$ cat src/skf_pkg.sv
// Shared types and constants for the scalar Kalman filter.
// Used by skf_alu, skf_seq and scalar_kalman_filter; depends on nothing.
package skf_pkg;

  // Data format: signed/unsigned Q16.16
  localparam int DATA_W  = 32;
  localparam int FRAC_W  = 16;
  // Gain is 0 to 1.0 inclusive, one integer bit plus the fraction
  localparam int GAIN_W  = FRAC_W + 1;
  // Working width of the shared unit: covers doubled remainders and signed sums
  localparam int ALU_W   = DATA_W + 3;
  // Restoring divider: one integer step plus one per fraction bit
  localparam int DIV_STEPS = FRAC_W + 1;
  localparam int CNT_W   = $clog2(DIV_STEPS);

  localparam logic [GAIN_W-1:0] ONE_G = GAIN_W'(1) << FRAC_W;

  // Register reset values: 0.03 and 10.0
  localparam logic [DATA_W-1:0] Q_RESET = DATA_W'((3 << FRAC_W) / 100);
  localparam logic [DATA_W-1:0] R_RESET = DATA_W'(10 << FRAC_W);

  // Configuration register indexes
  localparam int CFG_IDX_W = 1;
  localparam logic [CFG_IDX_W-1:0] CFG_PROCESS_NOISE = 1'b0;
  localparam logic [CFG_IDX_W-1:0] CFG_MEASURE_NOISE = 1'b1;

  // Operations of the shared arithmetic unit
  typedef enum logic [1:0] {
    ALU_ADD,
    ALU_SUB,
    ALU_MUL
  } alu_op_e;

  // Sequencer status toward the stream side
  typedef struct packed {
    logic idle;
    logic res_valid;
  } skf_status_t;

endpackage

$ cat src/skf_alu.sv
// Shared arithmetic unit of the scalar Kalman filter: add, subtract, fraction multiply.
// Depends on skf_pkg.
module skf_alu (
  input  skf_pkg::alu_op_e               op_i,
  input  logic [skf_pkg::ALU_W-1:0]      a_i,
  input  logic [skf_pkg::ALU_W-1:0]      b_i,
  output logic [skf_pkg::ALU_W-1:0]      res_o
);

  localparam int PROD_W = skf_pkg::DATA_W + 2 + skf_pkg::GAIN_W;

  logic [PROD_W-1:0] prod;

  // Magnitude times gain; the low fraction bits are dropped (truncate)
  assign prod = PROD_W'(a_i[skf_pkg::DATA_W+1:0]) * PROD_W'(b_i[skf_pkg::GAIN_W-1:0]);

  // Select the operation
  always_comb begin
    case (op_i)
      skf_pkg::ALU_ADD: res_o = a_i + b_i;
      skf_pkg::ALU_SUB: res_o = a_i - b_i;
      skf_pkg::ALU_MUL: res_o = prod[skf_pkg::FRAC_W +: skf_pkg::ALU_W];
      default:          res_o = '0;
    endcase
  end

endmodule

$ cat src/skf_seq.sv
// Sequencer and state of the scalar Kalman filter; runs every step through skf_alu.
// Depends on skf_pkg and skf_alu.
module skf_seq (
  input  logic                          clk_i,
  input  logic                          rst_ni,
  input  logic                          start_i,
  input  logic [skf_pkg::DATA_W-1:0]    meas_i,
  input  logic [skf_pkg::DATA_W-1:0]    q_i,
  input  logic [skf_pkg::DATA_W-1:0]    r_i,
  input  logic                          res_take_i,
  output skf_pkg::skf_status_t          status_o,
  output logic [skf_pkg::DATA_W-1:0]    estimate_o
);

  localparam int DW = skf_pkg::DATA_W;
  localparam int AW = skf_pkg::ALU_W;
  localparam int GW = skf_pkg::GAIN_W;

  typedef enum logic [3:0] {
    S_IDLE,
    S_PSUM,
    S_DSUM,
    S_DIFF,
    S_ABS,
    S_DIV,
    S_GINV,
    S_MULX,
    S_UPDX,
    S_MULP,
    S_DONE
  } state_e;

  state_e                   state_q;
  logic [skf_pkg::CNT_W-1:0] cnt_q;
  logic [DW-1:0]            z_q, x_q, p_q, pmid_q, xnew_q, pnew_q;
  logic [DW:0]              den_q;
  logic [DW+1:0]            rem_q;
  logic [DW+1:0]            diff_q;
  logic [DW:0]              mag_q, delta_q;
  logic                     neg_q;
  logic [GW-1:0]            g_q, gi_q;

  skf_pkg::alu_op_e         alu_op;
  logic [AW-1:0]            alu_a, alu_b, alu_res;
  logic                     res_neg;
  logic [AW-DW:0]           x_top;

  skf_alu u_alu (
    .op_i  (alu_op),
    .a_i   (alu_a),
    .b_i   (alu_b),
    .res_o (alu_res)
  );

  assign res_neg = alu_res[AW-1];
  assign x_top   = alu_res[AW-1:DW-1];

  // Route operands to the shared unit for the current step
  always_comb begin
    alu_op = skf_pkg::ALU_ADD;
    alu_a  = '0;
    alu_b  = '0;
    case (state_q)
      S_PSUM: begin
        alu_a = AW'(p_q);
        alu_b = AW'(q_i);
      end
      S_DSUM: begin
        alu_a = AW'(pmid_q);
        alu_b = AW'(r_i);
      end
      S_DIFF: begin
        alu_op = skf_pkg::ALU_SUB;
        alu_a  = {{(AW-DW){z_q[DW-1]}}, z_q};
        alu_b  = {{(AW-DW){x_q[DW-1]}}, x_q};
      end
      S_ABS: begin
        alu_op = skf_pkg::ALU_SUB;
        alu_a  = '0;
        alu_b  = {diff_q[DW+1], diff_q};
      end
      S_DIV: begin
        alu_op = skf_pkg::ALU_SUB;
        alu_a  = (cnt_q == '0) ? AW'(rem_q) : {rem_q, 1'b0};
        alu_b  = AW'(den_q);
      end
      S_GINV: begin
        alu_op = skf_pkg::ALU_SUB;
        alu_a  = AW'(skf_pkg::ONE_G);
        alu_b  = AW'(g_q);
      end
      S_MULX: begin
        alu_op = skf_pkg::ALU_MUL;
        alu_a  = AW'(mag_q);
        alu_b  = AW'(g_q);
      end
      S_UPDX: begin
        alu_op = neg_q ? skf_pkg::ALU_SUB : skf_pkg::ALU_ADD;
        alu_a  = {{(AW-DW){x_q[DW-1]}}, x_q};
        alu_b  = AW'(delta_q);
      end
      S_MULP: begin
        alu_op = skf_pkg::ALU_MUL;
        alu_a  = AW'(pmid_q);
        alu_b  = AW'(gi_q);
      end
      default: begin
        alu_op = skf_pkg::ALU_ADD;
      end
    endcase
  end

  // Advance the sequencer and capture each step's result
  always_ff @(posedge clk_i or negedge rst_ni) begin
    if (!rst_ni) begin
      state_q <= S_IDLE;
      cnt_q   <= '0;
      x_q     <= '0;
      p_q     <= '0;
    end else begin
      case (state_q)
        S_IDLE: begin
          if (start_i) begin
            z_q     <= meas_i;
            state_q <= S_PSUM;
          end
        end
        S_PSUM: begin
          // Saturate the grown covariance
          pmid_q  <= (alu_res[AW-1:DW] != '0) ? '1 : alu_res[DW-1:0];
          state_q <= S_DSUM;
        end
        S_DSUM: begin
          den_q   <= alu_res[DW:0];
          rem_q   <= (DW+2)'(pmid_q);
          g_q     <= '0;
          cnt_q   <= '0;
          state_q <= S_DIFF;
        end
        S_DIFF: begin
          diff_q  <= alu_res[DW+1:0];
          neg_q   <= res_neg;
          state_q <= S_ABS;
        end
        S_ABS: begin
          mag_q   <= neg_q ? alu_res[DW:0] : diff_q[DW:0];
          // Zero denominator: keep the gain at zero
          state_q <= (den_q == '0) ? S_GINV : S_DIV;
        end
        S_DIV: begin
          // Restoring step: keep the difference when it does not go negative
          if (!res_neg) begin
            rem_q <= alu_res[DW+1:0];
            g_q   <= {g_q[GW-2:0], 1'b1};
          end else begin
            rem_q <= alu_a[DW+1:0];
            g_q   <= {g_q[GW-2:0], 1'b0};
          end
          cnt_q <= cnt_q + 1'b1;
          if (cnt_q == skf_pkg::CNT_W'(skf_pkg::DIV_STEPS - 1)) begin
            state_q <= S_GINV;
          end
        end
        S_GINV: begin
          gi_q    <= alu_res[GW-1:0];
          state_q <= S_MULX;
        end
        S_MULX: begin
          delta_q <= alu_res[DW:0];
          state_q <= S_UPDX;
        end
        S_UPDX: begin
          // Clamp to the signed range
          if (x_top != '0 && x_top != '1) begin
            xnew_q <= res_neg ? {1'b1, {(DW-1){1'b0}}} : {1'b0, {(DW-1){1'b1}}};
          end else begin
            xnew_q <= alu_res[DW-1:0];
          end
          state_q <= S_MULP;
        end
        S_MULP: begin
          pnew_q  <= (alu_res[AW-1:DW] != '0) ? '1 : alu_res[DW-1:0];
          state_q <= S_DONE;
        end
        S_DONE: begin
          // Hold the result until the output register takes it
          if (res_take_i) begin
            x_q     <= xnew_q;
            p_q     <= pnew_q;
            state_q <= S_IDLE;
          end
        end
        default: begin
          state_q <= S_IDLE;
        end
      endcase
    end
  end

  assign status_o.idle      = (state_q == S_IDLE);
  assign status_o.res_valid = (state_q == S_DONE);
  assign estimate_o         = xnew_q;

  // The output side only takes a result that is on offer
  a_take_valid: assert property (@(posedge clk_i) disable iff (!rst_ni)
    res_take_i |-> status_o.res_valid)
    else $error("result taken while none is ready");

  // The gain never exceeds one
  a_gain_max: assert property (@(posedge clk_i) disable iff (!rst_ni)
    (state_q == S_GINV) |-> (g_q <= skf_pkg::ONE_G))
    else $error("gain above one");

  // The updated covariance never exceeds the predicted one
  a_cov_shrinks: assert property (@(posedge clk_i) disable iff (!rst_ni)
    (state_q == S_DONE) |-> (pnew_q <= pmid_q))
    else $error("covariance grew in the update");

  // A taken result returns the sequencer to idle with the new estimate stored
  a_writeback: assert property (@(posedge clk_i) disable iff (!rst_ni)
    res_take_i |=> (state_q == S_IDLE) && (x_q == $past(xnew_q)))
    else $error("estimate not written back");

endmodule

$ cat src/scalar_kalman_filter.sv
// Top level of the scalar Kalman filter: stream ports, noise registers, output register.
// Depends on skf_pkg and skf_seq.
//
// Channel   Direction  Handshake          Payload
// s_axis    in         tvalid / tready    tdata[31:0] = measurement
// m_axis    out        tvalid / tready    tdata[31:0] = estimate
// cfg       in         cfg_we_i           cfg_idx_i selects register, cfg_data_i value
//
// Each measurement runs through the sequencer steps in order, with the restoring
// gain division on the shared adder; no new measurement is taken before idle.
// A zero gain denominator skips the division.
// Reset clears estimate and covariance and loads Q = 0.03 and R = 10.0.
// The next measurement is taken while the previous estimate waits in the output
// register; a stalled output holds the sequencer at its last step.
module scalar_kalman_filter (
  input  logic                              clk_i,
  input  logic                              rst_ni,
  input  logic                              s_axis_tvalid,
  output logic                              s_axis_tready,
  input  logic [skf_pkg::DATA_W-1:0]        s_axis_tdata,   // [31:0] measurement
  output logic                              m_axis_tvalid,
  input  logic                              m_axis_tready,
  output logic [skf_pkg::DATA_W-1:0]        m_axis_tdata,   // [31:0] estimate
  input  logic                              cfg_we_i,
  input  logic [skf_pkg::CFG_IDX_W-1:0]     cfg_idx_i,
  input  logic [skf_pkg::DATA_W-1:0]        cfg_data_i
);

  logic [skf_pkg::DATA_W-1:0] q_noise_q, r_noise_q;
  logic [skf_pkg::DATA_W-1:0] out_data_q, estimate;
  logic                       out_valid_q;
  logic                       res_take;
  skf_pkg::skf_status_t       status;

  // Noise registers
  always_ff @(posedge clk_i or negedge rst_ni) begin
    if (!rst_ni) begin
      q_noise_q <= skf_pkg::Q_RESET;
      r_noise_q <= skf_pkg::R_RESET;
    end else if (cfg_we_i) begin
      case (cfg_idx_i)
        skf_pkg::CFG_PROCESS_NOISE: q_noise_q <= cfg_data_i;
        skf_pkg::CFG_MEASURE_NOISE: r_noise_q <= cfg_data_i;
        default: ;
      endcase
    end
  end

  skf_seq u_seq (
    .clk_i      (clk_i),
    .rst_ni     (rst_ni),
    .start_i    (s_axis_tvalid && s_axis_tready),
    .meas_i     (s_axis_tdata),
    .q_i        (q_noise_q),
    .r_i        (r_noise_q),
    .res_take_i (res_take),
    .status_o   (status),
    .estimate_o (estimate)
  );

  assign s_axis_tready = status.idle;

  // Load the output register when it is empty or being drained
  assign res_take = status.res_valid && (!out_valid_q || m_axis_tready);

  always_ff @(posedge clk_i or negedge rst_ni) begin
    if (!rst_ni) begin
      out_valid_q <= 1'b0;
    end else if (res_take) begin
      out_valid_q <= 1'b1;
    end else if (m_axis_tready) begin
      out_valid_q <= 1'b0;
    end
  end

  always_ff @(posedge clk_i) begin
    if (res_take) begin
      out_data_q <= estimate;
    end
  end

  assign m_axis_tvalid = out_valid_q;
  assign m_axis_tdata  = out_data_q;

endmodule

$ cat config.mk
export PLATFORM = sky130hd
export DESIGN_NAME = scalar_kalman_filter
export DESIGN_NICKNAME = d
export VERILOG_FILES = /design/src/skf_pkg.sv /design/src/skf_alu.sv /design/src/skf_seq.sv /design/src/scalar_kalman_filter.sv
export SDC_FILE = /design/constraint.sdc
export NUM_CORES = 2
export LEC_CHECK = 0
export BUFFER_PORTS_ARGS = -buffer_cell sky130_fd_sc_hd__buf_2
export CAP_MARGIN = 40
export CELL_PAD_IN_SITES_DETAIL_PLACEMENT = 0
export CELL_PAD_IN_SITES_GLOBAL_PLACEMENT = 1
export CORE_MARGIN = 3
export CORE_UTILIZATION = 45
export DETAILED_ROUTE_END_ITERATION = 7
export PLACE_DENSITY = 0.71
export REMOVE_ABC_BUFFERS = 1
export SLEW_MARGIN = 10
export SYNTH_ARGS = -nofsm -noshare
export SYNTH_HDL_FRONTEND = slang
export SYNTH_SLANG_ARGS = --single-unit
$ cat constraint.sdc
create_clock -name clk_i -period 23.4 [get_ports clk_i]
set_input_delay 4.68 -clock clk_i [delete_from_list [all_inputs] [get_ports clk_i]]
set_output_delay 4.68 -clock clk_i [all_outputs]
set_load 0.01 [all_outputs]
==> flow_summary.json <==
{
  "wl_mm": 138,
  "seq_area_frac_synth": 0.339,
  "avgSynthCellArea_um2": 9.72,
  "finalCriticalPeriod_ns": 12.30,
  "core_um2": 92400,
  "synth_edf_count": 362,
  "finalHoldViolations": 0,
  "cts_tree": "built",
  "wl_per_cell_um": 24.5,
  "cts.repair.resized": 0,
  "grt_pass1_wl_mm": 210,
  "die-area_um2": 97600,
  "cts_buffer_depth": 3,
  "via_count": 32500,
  "final_common_cell": "nand2_1",
  "n_fill_cell": 8594,
  "cts_made_buffers": 44,
  "initial_utilization": 0.457,
  "setup_violations": 0,
  "num_rows": 111,
  "gp_congestion": 0.918,
  "drtIter0Drc": 3278,
  "relSlewSlack": 0.364,
  "drt-met1-wl_mm": 58.9,
  "drc": 0,
  "post_cts_buffers": 0,
  "path_class": "reg2reg",
  "syn-cell-area_um2": 42200,
  "min_from": "u_seq.pnew_q[30]",
  "layout.nets": 5077,
  "worstPathArrival_ns": 12.57,
  "final_cell_mix": "794 x nand2_1, 633 x inv_1, 478 x fa_1",
  "met3WireLength_mm": 10.7,
  "clk_pin_slew_ns": 0.07,
  "ioPinCount": 104,
  "synth-seq-cells": 500,
  "die_h_um": 312,
  "hpwl_mm": 102,
  "crit_path_end_kind": "flip-flop",
  "drv_slew": 0,
  "die_x_um": 312,
  "firstDrtPassIters": 6,
  "root_buffer": "clkbuf_16",
  "routed.top_layer": "met5",
  "synth_cell_type_count": 88,
  "async_flop_share": 0.276,
  "fin_skew_ns": 0.0255,
  "clk_latency_ns": 0.59,
  "hold_buffers": 0,
  "slowest_delay_ns": 0.67,
  "port_buffers": 103,
  "hp-class": "reg2reg",
  "wl_met2_mm": 64.5,
  "fin_tns_setup_ns": 0,
  "rsz0062_at_grt": "no",
  "slowest_stage": "o21ai_2",
  "critPathMaxFanout": 43,
  "outcome": "completed",
  "crit_start": "u_seq.state_q[3]",
  "dp.cells": 5564,
  "r2r_start": "u_seq.state_q[3]",
  "timing.fmax_ghz": 0.0813,
  "ys.flop_type": "edfxtp_1",
  "cts.sinks": 500,
  "antenna_found_initial": 4,
  "drive_above_1_share": 0.104,
  "ant_nets": 0,
  "postSynthCellCount": 4346,
  "fin_crit_sh": 0.526,
  "viasPerCell": 5.75,
  "grt-ovfl-total": 0,
  "cts_max_level": 2,
  "grt_usage": 0.284,
  "reg2reg_slack_ns": 11.10,
  "post-route-util": 0.500,
  "crit_required_ns": 23.67,
  "layout.cells.non_filler": 5651,
  "grt_pass1_vias": 32900,
  "area_growth_pct": 9.36,
  "ys_warn_count": 0,
  "startpoint_type": "flip-flop",
  "worst_pin_slew_ns": 0.927,
  "grt_max_degree": 83,
  "drv_cap": 0
}
-- final timing paths --
kind,endpoint,depth (start not counted)
max,u_seq.estimate_o[5],35
min,u_seq.p_q[30],2
max reg2reg,u_seq.estimate_o[5],35
min reg2reg,u_seq.p_q[30],2
max in group asynchronous,q_noise_q[2],3
min in group asynchronous,u_seq.x_q[29],1
-- cell families after synthesis --
kind of cell,Yosys count,share of synthesized area
compound gates,678,0.106
xor+xnor,93,0.0193
mux,119,0.0306
fa+ha+maj,638,0.274
flops,500,0.339
buf+inv,889,0.0805
simple gates,1429,0.150
-- layer usage --
layer	global-route usage	vias to the layer above
li1	-	14300
met4	0.0746	2
met3	0.0452	225
met5	0.000988	-
met2	0.463	1394
met1	0.398	16500
-- through the flow --
stage                     worst slack (ns)  cell area (µm²)  hold WS [ns]
after floorplan                       9.13            41200         0.415
after global placement               11.45            44300         0.420
after detailed placement             11.29            44600         0.422
after CTS                            11.25            46100         0.440
after global routing                 10.67            46200         0.450
final                                11.10            46200         0.438
-- final cells by class --
type	count	area (µm²)	share of cell area
clock inverters	24	283	0.00612
clock buffers	57	1220	0.0265
diodes	4	10.0	0.000217
flip-flops and latches	500	14300	0.311
well taps	1243	1560	0.0337
repair buffers	230	1620	0.0351
multi-input cells	2957	24800	0.536
inverters	636	2390	0.0517
-- critical path, delay by kind of cell, from the launching register on --
kind | cells | cell delay [ns]
AOI/OAI and AO/OA | 8 | 2.08
DFF | 1 | 0.61
adders and majority gates | 7 | 3.38
muxes | 1 | 0.34
and+or+nand+nor | 6 | 1.74
buffers and inverters | 12 | 3.47
xor gates and xnor gates | 1 | 0.22
-- cells in the mapped netlist, types with 39 or more instances --
| cell | instances | area (µm²) |
|---|---|---|
| nand2_1 | 795 | 2980 |
| nor2_1 | 276 | 1040 |
| edfxtp_1 | 362 | 10900 |
| mux2_2 | 80 | 901 |
| dfrtp_1 | 128 | 3200 |
| and2_1 | 85 | 532 |
| nor3_1 | 39 | 195 |
| o21ai_0 | 93 | 465 |
| xnor2_1 | 61 | 534 |
| a21oi_1 | 216 | 1080 |
| a22oi_1 | 99 | 743 |
| fa_1 | 478 | 9570 |
| nand3_1 | 42 | 210 |
| ha_1 | 160 | 2000 |
| mux2i_1 | 39 | 390 |
| clkbuf_1 | 194 | 728 |
| inv_1 | 634 | 2380 |
-- flip-flops by register name, indices dropped and copies added (netlist names), 4 cells and up --
name and flops:
m_axis_tdata 32, q_noise_q 32, r_noise_q 32, u_seq.cnt_q 5, u_seq.delta_q 33, u_seq.den_q 33, u_seq.diff_q 34, u_seq.estimate_o 32
u_seq.g_q 17, u_seq.gi_q 17, u_seq.mag_q 33, u_seq.p_q 32, u_seq.pmid_q 32, u_seq.pnew_q 32, u_seq.rem_q 34, u_seq.state_q 4
u_seq.x_q 32, u_seq.z_q 32
Power is left out: the tool's default activity adds up to more than one toggle a clock period on the data nets, which glitch-free logic cannot reach.
